### src/hdl/scfw_pkg.sv
package scfw_pkg;

  // sync markers, sent in list order at frame start and in reverse order at frame end
  localparam logic [7:0] SYNC_B0 = 8'h1A;
  localparam logic [7:0] SYNC_B1 = 8'hCF;
  localparam logic [7:0] SYNC_B2 = 8'hFC;
  localparam logic [7:0] SYNC_B3 = 8'h1D;

  localparam logic [15:0] CRC_POLY     = 16'h1021;
  localparam logic [15:0] CRC_HI_MASK  = 16'hFF00;
  localparam logic [15:0] CRC_LO_MASK  = 16'h00FF;
  localparam logic [15:0] SEED_RESET   = 16'hFFFF;

  localparam int HEADER_BYTES_DEF = 16;

  // most words one input byte can cause
  localparam int MAX_RES = 7;
  localparam int CNT_W   = $clog2(MAX_RES + 1);

  typedef struct packed {
    logic [7:0] data;
    logic       last;
  } in_item_t;

  typedef struct packed {
    logic [7:0] data;
    logic       last;
    logic       short_pkt;
  } res_t;

  typedef struct packed {
    res_t [MAX_RES-1:0] items;
    logic [CNT_W-1:0]   cnt;
  } res_list_t;

  // crc-16-ccitt, msb first, one byte
  function automatic logic [15:0] crc_add(input logic [15:0] crc, input logic [7:0] b);
    logic [15:0] c;
    c = crc ^ {b, 8'h00};
    for (int i = 0; i < 8; i++) begin
      if (c[15]) begin
        c = {c[14:0], 1'b0} ^ CRC_POLY;
      end else begin
        c = {c[14:0], 1'b0};
      end
    end
    return c;
  endfunction

endpackage

### src/hdl/sync_crc_frame_wrapper.sv
// channel   | dir | handshake                    | words
// ----------+-----+------------------------------+------------------------------------
// s_axis    | in  | s_axis_tvalid / tready       | packet byte, tlast on final byte
// m_axis    | out | m_axis_tvalid / tready       | framed byte, tlast on closing sync
// cfg       | in  | cfg_valid_i / cfg_ready_o    | crc seed, taken every cycle
//
// one packet byte is taken per cycle, while m_axis is ready, if its results fit in one
// output word; a byte that opens or closes a header or closes a packet causes up to
// seven words, one per cycle from the result buffer while m_axis is ready, and input
// holds off until its last word leaves; bytes pass the input register and the framer.
// reset clears the packet state and loads the seed with ffff; no clearing pass.
// m_axis stalls back up through the buffer to the input register.
module sync_crc_frame_wrapper #(
  parameter int HEADER_BYTES = scfw_pkg::HEADER_BYTES_DEF
) (
  input  logic        clk_i,
  input  logic        rst_ni,
  // packet input
  input  logic        s_axis_tvalid,
  output logic        s_axis_tready,
  input  logic [7:0]  s_axis_tdata,   // [7:0] in_byte
  input  logic        s_axis_tlast,   // in_last
  // framed output
  output logic        m_axis_tvalid,
  input  logic        m_axis_tready,
  output logic [7:0]  m_axis_tdata,   // [7:0] out_byte
  output logic        m_axis_tlast,   // out_last
  output logic        m_axis_tuser,   // [0] out_short_packet
  // seed register
  input  logic        cfg_valid_i,
  output logic        cfg_ready_o,
  input  logic [15:0] cfg_data_i
);
  import scfw_pkg::*;

  logic [15:0] seed_q;
  in_item_t    in_item;
  in_item_t    cur_item;
  logic        cur_valid;
  logic        load_ok;
  logic        take;
  res_list_t   res;
  res_t        word;

  assign cfg_ready_o = 1'b1;

  // seed only matters at the next crc restart and as the crc of a short packet trailer
  always_ff @(posedge clk_i or negedge rst_ni) begin
    if (!rst_ni) begin
      seed_q <= SEED_RESET;
    end else if (cfg_valid_i) begin
      seed_q <= cfg_data_i;
    end
  end

  assign in_item = '{s_axis_tdata, s_axis_tlast};
  // byte moves from input register into the framer once the buffer frees up
  assign take    = cur_valid && load_ok;

  scfw_in_stage u_in_stage (
    .clk_i   (clk_i),
    .rst_ni  (rst_ni),
    .valid_i (s_axis_tvalid),
    .ready_o (s_axis_tready),
    .item_i  (in_item),
    .valid_o (cur_valid),
    .take_i  (take),
    .item_o  (cur_item)
  );

  scfw_framer #(
    .HEADER_BYTES (HEADER_BYTES)
  ) u_framer (
    .clk_i  (clk_i),
    .rst_ni (rst_ni),
    .take_i (take),
    .item_i (cur_item),
    .seed_i (seed_q),
    .res_o  (res)
  );

  scfw_out_buf u_out_buf (
    .clk_i     (clk_i),
    .rst_ni    (rst_ni),
    .load_i    (take),
    .res_i     (res),
    .load_ok_o (load_ok),
    .valid_o   (m_axis_tvalid),
    .ready_i   (m_axis_tready),
    .word_o    (word)
  );

  assign m_axis_tdata = word.data;
  assign m_axis_tlast = word.last;
  assign m_axis_tuser = word.short_pkt;

endmodule

### src/hdl/scfw_in_stage.sv
module scfw_in_stage (
  input  logic                clk_i,
  input  logic                rst_ni,
  input  logic                valid_i,
  output logic                ready_o,
  input  scfw_pkg::in_item_t  item_i,
  output logic                valid_o,
  input  logic                take_i,
  output scfw_pkg::in_item_t  item_o
);
  import scfw_pkg::*;

  logic     valid_q;
  in_item_t item_q;

  assign ready_o = !valid_q || take_i;
  assign valid_o = valid_q;
  assign item_o  = item_q;

  always_ff @(posedge clk_i or negedge rst_ni) begin
    if (!rst_ni) begin
      valid_q <= 1'b0;
    end else if (ready_o) begin
      valid_q <= valid_i;
    end
  end

  always_ff @(posedge clk_i) begin
    if (ready_o && valid_i) begin
      item_q <= item_i;
    end
  end

endmodule

### src/hdl/scfw_framer.sv
module scfw_framer #(
  parameter int HEADER_BYTES = scfw_pkg::HEADER_BYTES_DEF
) (
  input  logic                clk_i,
  input  logic                rst_ni,
  input  logic                take_i,
  input  scfw_pkg::in_item_t  item_i,
  input  logic [15:0]         seed_i,
  output scfw_pkg::res_list_t res_o
);
  import scfw_pkg::*;

  localparam int POS_W = $clog2(HEADER_BYTES + 1);
  localparam logic [POS_W-1:0] POS_DATA = POS_W'(HEADER_BYTES);
  localparam logic [POS_W-1:0] POS_HLAST = POS_W'(HEADER_BYTES - 1);

  logic [POS_W-1:0] pos_q, pos_d;
  logic [15:0]      crc_q, crc_d;
  logic [7:0]       held_q [2];
  logic [7:0]       held_d [2];
  logic [1:0]       held_cnt_q, held_cnt_d;

  logic [15:0]      crc_step;
  logic             in_hdr;
  logic             do_trl;
  logic [15:0]      trl_crc;
  logic             trl_flag;
  logic [CNT_W-1:0] k;
  res_list_t        res;

  assign in_hdr   = (pos_q != POS_DATA);
  assign crc_step = crc_add(crc_q, in_hdr ? item_i.data : held_q[0]);

  always_comb begin
    pos_d      = pos_q;
    crc_d      = crc_q;
    held_d     = held_q;
    held_cnt_d = held_cnt_q;
    do_trl     = 1'b0;
    trl_crc    = seed_i;
    trl_flag   = 1'b1;
    res        = '0;
    k          = '0;
    if (take_i) begin
      if (in_hdr) begin
        if (pos_q == '0 && item_i.last) begin
          // single byte packet: nothing goes out
          pos_d = '0;
          crc_d = seed_i;
        end else begin
          if (pos_q == '0) begin
            res.items[k] = '{SYNC_B0, 1'b0, 1'b0}; k = k + 1'b1;
            res.items[k] = '{SYNC_B1, 1'b0, 1'b0}; k = k + 1'b1;
            res.items[k] = '{SYNC_B2, 1'b0, 1'b0}; k = k + 1'b1;
            res.items[k] = '{SYNC_B3, 1'b0, 1'b0}; k = k + 1'b1;
          end
          res.items[k] = '{item_i.data, 1'b0, 1'b0}; k = k + 1'b1;
          crc_d = crc_step;
          if (item_i.last) begin
            do_trl = 1'b1;
          end else if (pos_q == POS_HLAST) begin
            res.items[k] = '{8'((crc_step & CRC_HI_MASK) >> 8), 1'b0, 1'b0};
            k = k + 1'b1;
            res.items[k] = '{8'(crc_step & CRC_LO_MASK), 1'b0, 1'b0};
            k = k + 1'b1;
            crc_d = seed_i;
            pos_d = POS_DATA;
          end else begin
            pos_d = pos_q + 1'b1;
          end
        end
      end else begin
        if (held_cnt_q == 2'd2) begin
          res.items[k] = '{held_q[0], 1'b0, 1'b0}; k = k + 1'b1;
          crc_d     = crc_step;
          held_d[0] = held_q[1];
          held_d[1] = item_i.data;
        end else begin
          held_d[held_cnt_q[0]] = item_i.data;
          held_cnt_d = held_cnt_q + 1'b1;
        end
        if (item_i.last) begin
          do_trl = 1'b1;
          if (held_cnt_d == 2'd2) begin
            trl_crc  = crc_d;
            trl_flag = 1'b0;
          end
        end
      end
      if (do_trl) begin
        res.items[k] = '{8'((trl_crc & CRC_HI_MASK) >> 8), 1'b0, trl_flag}; k = k + 1'b1;
        res.items[k] = '{8'(trl_crc & CRC_LO_MASK), 1'b0, trl_flag};        k = k + 1'b1;
        res.items[k] = '{SYNC_B3, 1'b0, trl_flag};                          k = k + 1'b1;
        res.items[k] = '{SYNC_B2, 1'b0, trl_flag};                          k = k + 1'b1;
        res.items[k] = '{SYNC_B1, 1'b0, trl_flag};                          k = k + 1'b1;
        res.items[k] = '{SYNC_B0, 1'b1, trl_flag};                          k = k + 1'b1;
        // back to the idle packet state
        pos_d      = '0;
        crc_d      = seed_i;
        held_d[0]  = '0;
        held_d[1]  = '0;
        held_cnt_d = '0;
      end
    end
    res.cnt = k;
  end

  assign res_o = res;

  always_ff @(posedge clk_i or negedge rst_ni) begin
    if (!rst_ni) begin
      pos_q      <= '0;
      crc_q      <= SEED_RESET;
      held_q[0]  <= '0;
      held_q[1]  <= '0;
      held_cnt_q <= '0;
    end else begin
      pos_q      <= pos_d;
      crc_q      <= crc_d;
      held_q     <= held_d;
      held_cnt_q <= held_cnt_d;
    end
  end

endmodule

### src/hdl/scfw_out_buf.sv
module scfw_out_buf (
  input  logic                clk_i,
  input  logic                rst_ni,
  input  logic                load_i,
  input  scfw_pkg::res_list_t res_i,
  output logic                load_ok_o,
  output logic                valid_o,
  input  logic                ready_i,
  output scfw_pkg::res_t      word_o
);
  import scfw_pkg::*;

  logic [CNT_W-1:0]   cnt_q;
  res_t [MAX_RES-1:0] ent_q;
  logic               pop;

  assign valid_o   = (cnt_q != '0);
  assign pop       = valid_o && ready_i;
  assign word_o    = ent_q[0];
  // free when empty, or once the word on show is the last one and leaves now
  assign load_ok_o = (cnt_q == '0) || (cnt_q == CNT_W'(1) && ready_i);

  always_ff @(posedge clk_i or negedge rst_ni) begin
    if (!rst_ni) begin
      cnt_q <= '0;
    end else if (load_i) begin
      cnt_q <= res_i.cnt;
    end else if (pop) begin
      cnt_q <= cnt_q - 1'b1;
    end
  end

  always_ff @(posedge clk_i) begin
    if (load_i) begin
      ent_q <= res_i.items;
    end else if (pop) begin
      for (int i = 0; i < MAX_RES - 1; i++) begin
        ent_q[i] <= ent_q[i+1];
      end
    end
  end

endmodule

### config.mk
export PLATFORM = sky130hd
export DESIGN_NAME = sync_crc_frame_wrapper
export DESIGN_NICKNAME = d
export VERILOG_FILES = /design/src/hdl/scfw_pkg.sv /design/src/hdl/sync_crc_frame_wrapper.sv /design/src/hdl/scfw_in_stage.sv /design/src/hdl/scfw_framer.sv /design/src/hdl/scfw_out_buf.sv
export SDC_FILE = /design/constraint.sdc
export NUM_CORES = 1
export LEC_CHECK = 0
export BUFFER_PORTS_ARGS = -buffer_cell sky130_fd_sc_hd__buf_2
export CAP_MARGIN = 15
export CORE_MARGIN = 4
export CORE_UTILIZATION = 40
export DETAILED_ROUTE_END_ITERATION = 8
export SYNTH_ARGS = -nofsm -noshare
export SYNTH_HDL_FRONTEND = slang
export SYNTH_SLANG_ARGS = --single-unit
### constraint.sdc
create_clock -name clk_i -period 10.4 [get_ports clk_i]
set_input_delay 1.04 -clock clk_i [delete_from_list [all_inputs] [get_ports clk_i]]
set_output_delay 1.04 -clock clk_i [all_outputs]
set_load 0.01 [all_outputs]
=== Yosys cells after proc, flatten, opt, wreduce, memory -nomap -nowiden ===
Index checks and enable logic that the tools add are counted.

* Register bits: 138
* Logic and storage cells: 203
* Input bits: 30

* Reductions and logical operators: 25
* Muxes and demuxes: 98
* Equality and inequality tests: 7
* $add $sub $neg: 12
* Order comparisons: 20
* Bitwise logic cells: 10

{| class="wikitable"
|+ Operator list
! cell !! count
|-
| $bwmux W70 || 9
|-
| $mux W70 || 4
|-
| $demux W10 S3 || 9
|-
| $mux W60 || 4
|-
| $mux W16 || 13
|-
| $mux W10 || 12
|-
| $mux W40 || 3
|-
| $mux W13 || 8
|-
| $mux W37 || 1
|-
| $lt A3 B4 Y1 const B || 9
|-
| $mux W3 || 12
|-
| $add A3 B1 Y3 const B || 9
|-
| $ge A3 B1 Y1 const B || 9
|-
| $mux W5 || 5
|-
| $not A3 Y3 || 8
|-
| $bwmux W16 || 1
|-
| $mux W8 || 2
|-
| $xor A16 B16 Y16 || 1
|-
| $logic_and A1 B1 Y1 || 15
|-
| $mux W2 || 5
|-
| $mux W1 || 9
|-
| $demux W8 S1 || 1
|-
| $add A5 B1 Y5 const B || 1
|-
| $eq A5 B4 Y1 const B || 1
|-
| 18 further kinds || 21
|}

=== Longest topological paths before layout ===
* Depth after elaboration: 34
* Mapped depth: 18
* Mapped depth without buffers: 14

=== Cells and area by module ===
A second synthesis with hierarchy kept.

* Cells, all modules: 1067
* Area total of the unflattened synthesis: 9850.7 um^2

{| class="wikitable"
|+ By module, submodules not included
! module !! instances !! seq. area each (um^2) !! cells an instance !! area each (um^2)
|-
| scfw_framer || 1 || 996.0 || 842 || 5703.0
|-
| scfw_out_buf || 1 || 2177.1 || 175 || 3136.8
|-
| sync_crc_frame_wrapper || 1 || 420.4 || 37 || 686.9
|-
| scfw_in_stage || 1 || 295.3 || 13 || 324.1
|}

=== Least setup slack after synthesis ===
Ideal clock, no wire load.

* Path type: register -> register
* Start point: register u_framer.pos_q[0]
* End point: register u_out_buf.ent_q[45] in the netlist's numbering (data pin)
* Data arrival time: 4.082 ns
* Cell stages (with the launch flop): 18
* Slack: 6.057 ns
* Period minus slack after synthesis: 4.343 ns
* Cells stage by stage: dfrtp_1 inv_1 ha_1 nor3b_1 nand3_1 inv_1 buf_2 clkbuf_1 buf_2 ha_1 buf_2 xnor2_1 xnor2_1 buf_2 xnor2_1 a221o_1 a221oi_1 nor2_1

* Word-level cells in the longest chain between the ends: 25
* Elaborated cells on any way between the ends: 101
* Those cells by class: add/sub (8); order compare (18); eq/ne (2); mux (60); bitwise (2); reduce/logical (11)

{| class="wikitable"
|+ RTL lines
! what !! line !! text
|-
| start, declared || scfw_framer.sv:17 || <nowiki>logic [POS_W-1:0] pos_q, pos_d;</nowiki>
|-
| start signal, assigned || scfw_framer.sv:118 || <nowiki>pos_q <= pos_d;</nowiki>
|-
| $logic_not A5 Y1 / $ne A5 B5 Y1 (equally long branches) || scfw_framer.sv:46, scfw_framer.sv:51, scfw_framer.sv:31 ||
|-
| $mux W3 / $mux W8 (equally long branches) || scfw_framer.sv:51, scfw_framer.sv:32 ||
|-
| $mux W3 / $xor A16 B16 Y16 (equally long branches) || scfw_framer.sv:46, scfw_pkg.sv:39 ||
|-
| $mux W3 / $mux W13 (equally long branches) || scfw_framer.sv:45, scfw_pkg.sv:41 ||
|-
| $mux W3 / $mux W13 (equally long branches) || scfw_framer.sv:44, scfw_pkg.sv:41 ||
|-
| $add A3 B1 Y3 (tied with other cells) || scfw_framer.sv:57 || <nowiki>res.items[k] = '{item_i.data, 1'b0, 1'b0}; k = k + 1'b1;</nowiki>
|-
| $add A3 B1 Y3 (tied with other cells) || scfw_framer.sv:63 || <nowiki>k = k + 1'b1;</nowiki>
|-
| $add A3 B1 Y3 (tied with other cells) || scfw_framer.sv:65 || <nowiki>k = k + 1'b1;</nowiki>
|-
| [9 not listed] || -- ||
|-
| $add A3 B1 Y3 (tied with other cells) || scfw_framer.sv:95 || <nowiki>res.items[k] = '{SYNC_B1, 1'b0, trl_flag}; k = k + 1'b1;</nowiki>
|-
| $lt A3 B4 Y1 (not written as such) (tied with other cells) || scfw_framer.sv:96 || <nowiki>res.items[k] = '{SYNC_B0, 1'b1, trl_flag}; k = k + 1'b1;</nowiki>
|-
| $logic_and A1 B1 Y1 (not written as such) (tied with other cells) || scfw_framer.sv:96 ||
|-
| $mux W10 (not written as such) (tied with other cells) || scfw_framer.sv:96 ||
|-
| $demux W10 S3 / $bwmux W70 (equally long branches) || -- ||
|-
| $bwmux W70 || scfw_framer.sv:96 ||
|-
| $mux W70 (*) || scfw_framer.sv:90 || <nowiki>if (do_trl) begin</nowiki>
|-
| $mux W60 (*) || scfw_out_buf.sv:34 || <nowiki>if (load_i) begin</nowiki>
|-
| end signal, assigned || scfw_out_buf.sv:35 || <nowiki>ent_q <= res_i.items;</nowiki>
|-
| end signal, assigned by index || scfw_out_buf.sv:38 || <nowiki>ent_q[i] <= ent_q[i+1];</nowiki>
|-
| end, declared || scfw_out_buf.sv:14 || <nowiki>res_t [MAX_RES-1:0] ent_q;</nowiki>
|}

Mark *: on every way between the ends. The rest lies on a longest branch, timed or not. The select of a mux whose other input is x is not followed.
A chain may end at the register's enable or synchronous reset.

=== Worst setup path after layout ===
* Start point: register u_framer.pos_q[2]
* End point: register u_out_buf.ent_q[59] in the netlist's numbering (data pin)

* Word-level cells in the longest chain between the ends: 26
* Elaborated cells on any way between the ends: 103
* Those cells by class: add/sub (8); order compare (18); eq/ne (2); mux (60); bitwise (4); reduce/logical (11)

{| class="wikitable"
|+ RTL lines
! what !! line
|-
| branches (longest 24 deep; another with $add A3 B1 Y3) || --
|-
| $mux W70 (*) || scfw_framer.sv:90
|-
| $mux W60 (*) || scfw_out_buf.sv:34
|}

Mark *: on every way between the ends. The select of a mux whose other input is x is not followed.

==> impl_metrics.ini <==
[cts]
cts.repair.resized = 0
cts_tree = built
post_cts_buffers = 0
path_clk_slew_ns = 0.07
worstSkewPairLatency_ns = 0.44
numCtsBuffers = 17
cts.sinks = 138
clockBufferDepth = 2
postCtsHoldBufs = 0
h-tree-depth = 4
clock-root-buffer = clkbuf_16

[run_status]
outcome = finished, final reports clean

[logic_synthesis]
synth-xor-area-share_pct = 8.39
ys_seq_elements = 138
synth-simple-area-share_pct = 14.9
synth_compound_area_share_pct = 26.2
synth_top_family_by_area = compound AO/OA/AOI/OAI gates
syn_nets = 1149
syn_area_um2 = 9950
syn_inst = 1106
yosysTopAreaCell = edfxtp_1
async_reset_ff_share_pct = 42.8
synth_common_cells = nand2_1, nor2_1, o21ai_0
synth.area.mux_share_pct = 4.59
synth_edf_count = 79
yosysUniqueCellTypes = 77
synth.area.top_cells = edfxtp_1, dfstp_2, dfrtp_1
synth_ff_type = edfxtp_1
synth_top_area_share_pct = 23.9
ys_seq_area_share_pct = 39.1
synth.most_common_cell = nand2_1
synth_area_per_cell_um2 = 8.99
yosysWarnings = 0
synth_fa_ha_area_share_pct = 1.64

[power_and_ir_drop]
p_clk_share_pct = 19.3
switching_share_pct = 44.6
peakVddDrop_mv = 0.150
p_switching_mw = 1.37
p_comb_share_pct = 47.5
p_leak_nw = 4.20
seq_power_share_pct = 33.2
p_int_mw = 1.70
cellPowerDensity_nw_per_um2 = 280

[sta]
worst_slew_pin_slew_ns = 1.10
slew-limit-headroom_pct = 26.7
timing.fmax_mhz = 170
setup_viol = 0
maxSlewViolCount = 0
period_minus_slack_ns = 5.88
hold_viol = 0
tns_ns = 0
rsz0062_at_grt = no
period_share_pct = 56.5
finalClockSkew_ns = 0.0166

[drt]
drtAntennaViolNets = 0
vias_per_cell = 6.60
wl_um = 41800
num_vias = 9517
remaining_drc_errors = 0
firstDrtPassIters = 6
first_iter_violations = 1472
wire_per_inst_um = 29.0

[final_layout]
final_nets = 1146
multi_input_area_um2 = 5570
seq_area_um2 = 3890
syn2layout_area_growth_pct = 10.3
finalInstanceArea_um2 = 11000
layout-drive-gt1-share_pct = 15.9
nFillCells = 2413

[place]
gp_congestion = 0.987
dp_hpwl_um = 29600
place_area_um2 = 10400
port_buffers = 41

[global_route]
grt_usage_pct = 29.6
grt_pass1_vias = 9020
grt_max_degree = 66
antenna_found_initial = 1
grt_pass1_wl_um = 61700
grt.overflow.total = 0

[critical_path]
path_max_fanout = 17
crit_type = register to register
cp_data_arrival_time_ns = 6.06
crit_path_start_kind = register
worstPathRequired_ns = 10.58
crit_path_end_kind = register

[floorplan]
ios = 43
row_count = 57
dieArea_um2 = 27500
core_um2 = 24400
die_width_um = 166
initial_utilization_pct = 40.8
die_h_um = 166

[min_path]
hold_path_class = register to register

[run]
cap_violations = 0
==> worst max-delay path: stages, from the launching register on <==
cell and delay (ns):
dfrtp_1 0.54, and3_1 0.23, ha_1 0.41, nor2b_1 0.28, nand2_1 0.52, inv_1 0.50
ha_1 0.66, clkinv_1 0.44, xnor3_1 0.69, xnor2_1 0.62, o21ai_0 0.23, a2111oi_0 0.40
nor2_1 0.08
==> cell families (layout without fill, tap and decap cells) <==
kind of cell / Yosys count / count (layout)
AOI/OAI and AO/OA: 388 / 388
xor gates and xnor gates: 74 / 74
adders and majority gates: 13 / 13
buffers and inverters: 122 / 132
DFF: 138 / 138
muxes: 43 / 43
other: 1 / 2
and+or+nand+nor: 327 / 327
==> through the flow <==
stage                     power [mW]  instances  hold WS [ns]  utilization (%)  setup slack, ns
final                           3.07       1441         0.513             45.0             4.52
after global routing            3.22       1440         0.532             45.0             4.21
after CTS                       3.04       1439         0.513             44.9             4.71
after detailed placement        2.44       1407         0.504             42.6             4.74
after global placement          2.43       1407         0.497             42.6             4.99
after floorplan                 1.95       1106         0.476                -             6.06
==> layout by cell type, fill, tap and decap left out, types with 10 or more instances in the layout <==
cell type,n
nand2_1,114
nor2_1,97
o21ai_0,93
a21oi_1,87
edfxtp_1,79
xnor2_1,45
buf_2,41
nand3_1,36
buf_4,32
dfstp_2,32
dfrtp_1,27
inv_1,24
mux2i_1,22
mux2_2,21
nor3_1,20
a22oi_1,19
clkbuf_16,17
o22ai_1,16
xor2_1,14
a31oi_1,14
and3_1,13
a211oi_1,13
ha_1,13
a221oi_1,12
o221ai_1,11
xnor3_1,10
nand2b_1,10
o31ai_1,10
o41ai_1,10
o211ai_1,10
==> area by class of cell <==
type	instances	area share [%]
Antenna cell	1	0.0228
Clock buffer	18	3.91
Clock inverter	14	1.15
Inverter	27	0.924
Multi-Input combinational cell	846	50.8
Sequential cell	138	35.5
Tap cell	324	3.70
Timing Repair Buffer	73	4.06
==> sequential cells by signal (all words and copies together) (netlist names) <==
register and flops:
u_in_stage.item_o 9, seed_q 16, u_framer.pos_q 5, u_framer.held_cnt_q 2, u_out_buf.word_o 10, u_in_stage.valid_o 1, u_framer.held_q 16, u_framer.crc_q 16
u_out_buf.cnt_q 3, u_out_buf.ent_q 60
==> path summary, 6_finish.rpt <==
path | from | end | slack, ns | depth (start not counted)
worst max-delay path | u_framer.pos_q[2]$_DFFE_PN0P_ | u_out_buf.ent_q[59]$_DFFE_PP_ | 4.52 | 12
worst min register to register | u_out_buf.ent_q[31]$_DFFE_PP_ | u_out_buf.ent_q[21]$_DFFE_PP_ | 0.51 | 2
worst max register to register | u_framer.pos_q[2]$_DFFE_PN0P_ | u_out_buf.ent_q[59]$_DFFE_PP_ | 4.52 | 12
worst min-delay path | u_out_buf.ent_q[31]$_DFFE_PP_ | u_out_buf.ent_q[21]$_DFFE_PP_ | 0.51 | 2
min in group asynchronous | rst_ni | u_framer.held_q[7]$_DFFE_PN0P_ | 0.77 | 2
max in group asynchronous | rst_ni | u_framer.pos_q[2]$_DFFE_PN0P_ | 9.12 | 2
==> power groups by stage <==
stage	registers, mW	logic (mW)	clock network, mW
final	1.02	1.46	0.595
after global routing	1.04	1.55	0.628
after CTS	1.01	1.43	0.601
after detailed placement	1.02	1.42	0
after global placement	1.02	1.41	0
after floorplan	0.932	1.02	0
==> metal layers <==
layer	vias up	wire, µm	GRT usage (%)
li1	4144	-	-
met1	4588	17600	42.9
met2	649	17700	43.1
met3	136	4260	5.79
met4	0	2160	12.7
met5	-	0	0
(Power assumes the default switching activity.)
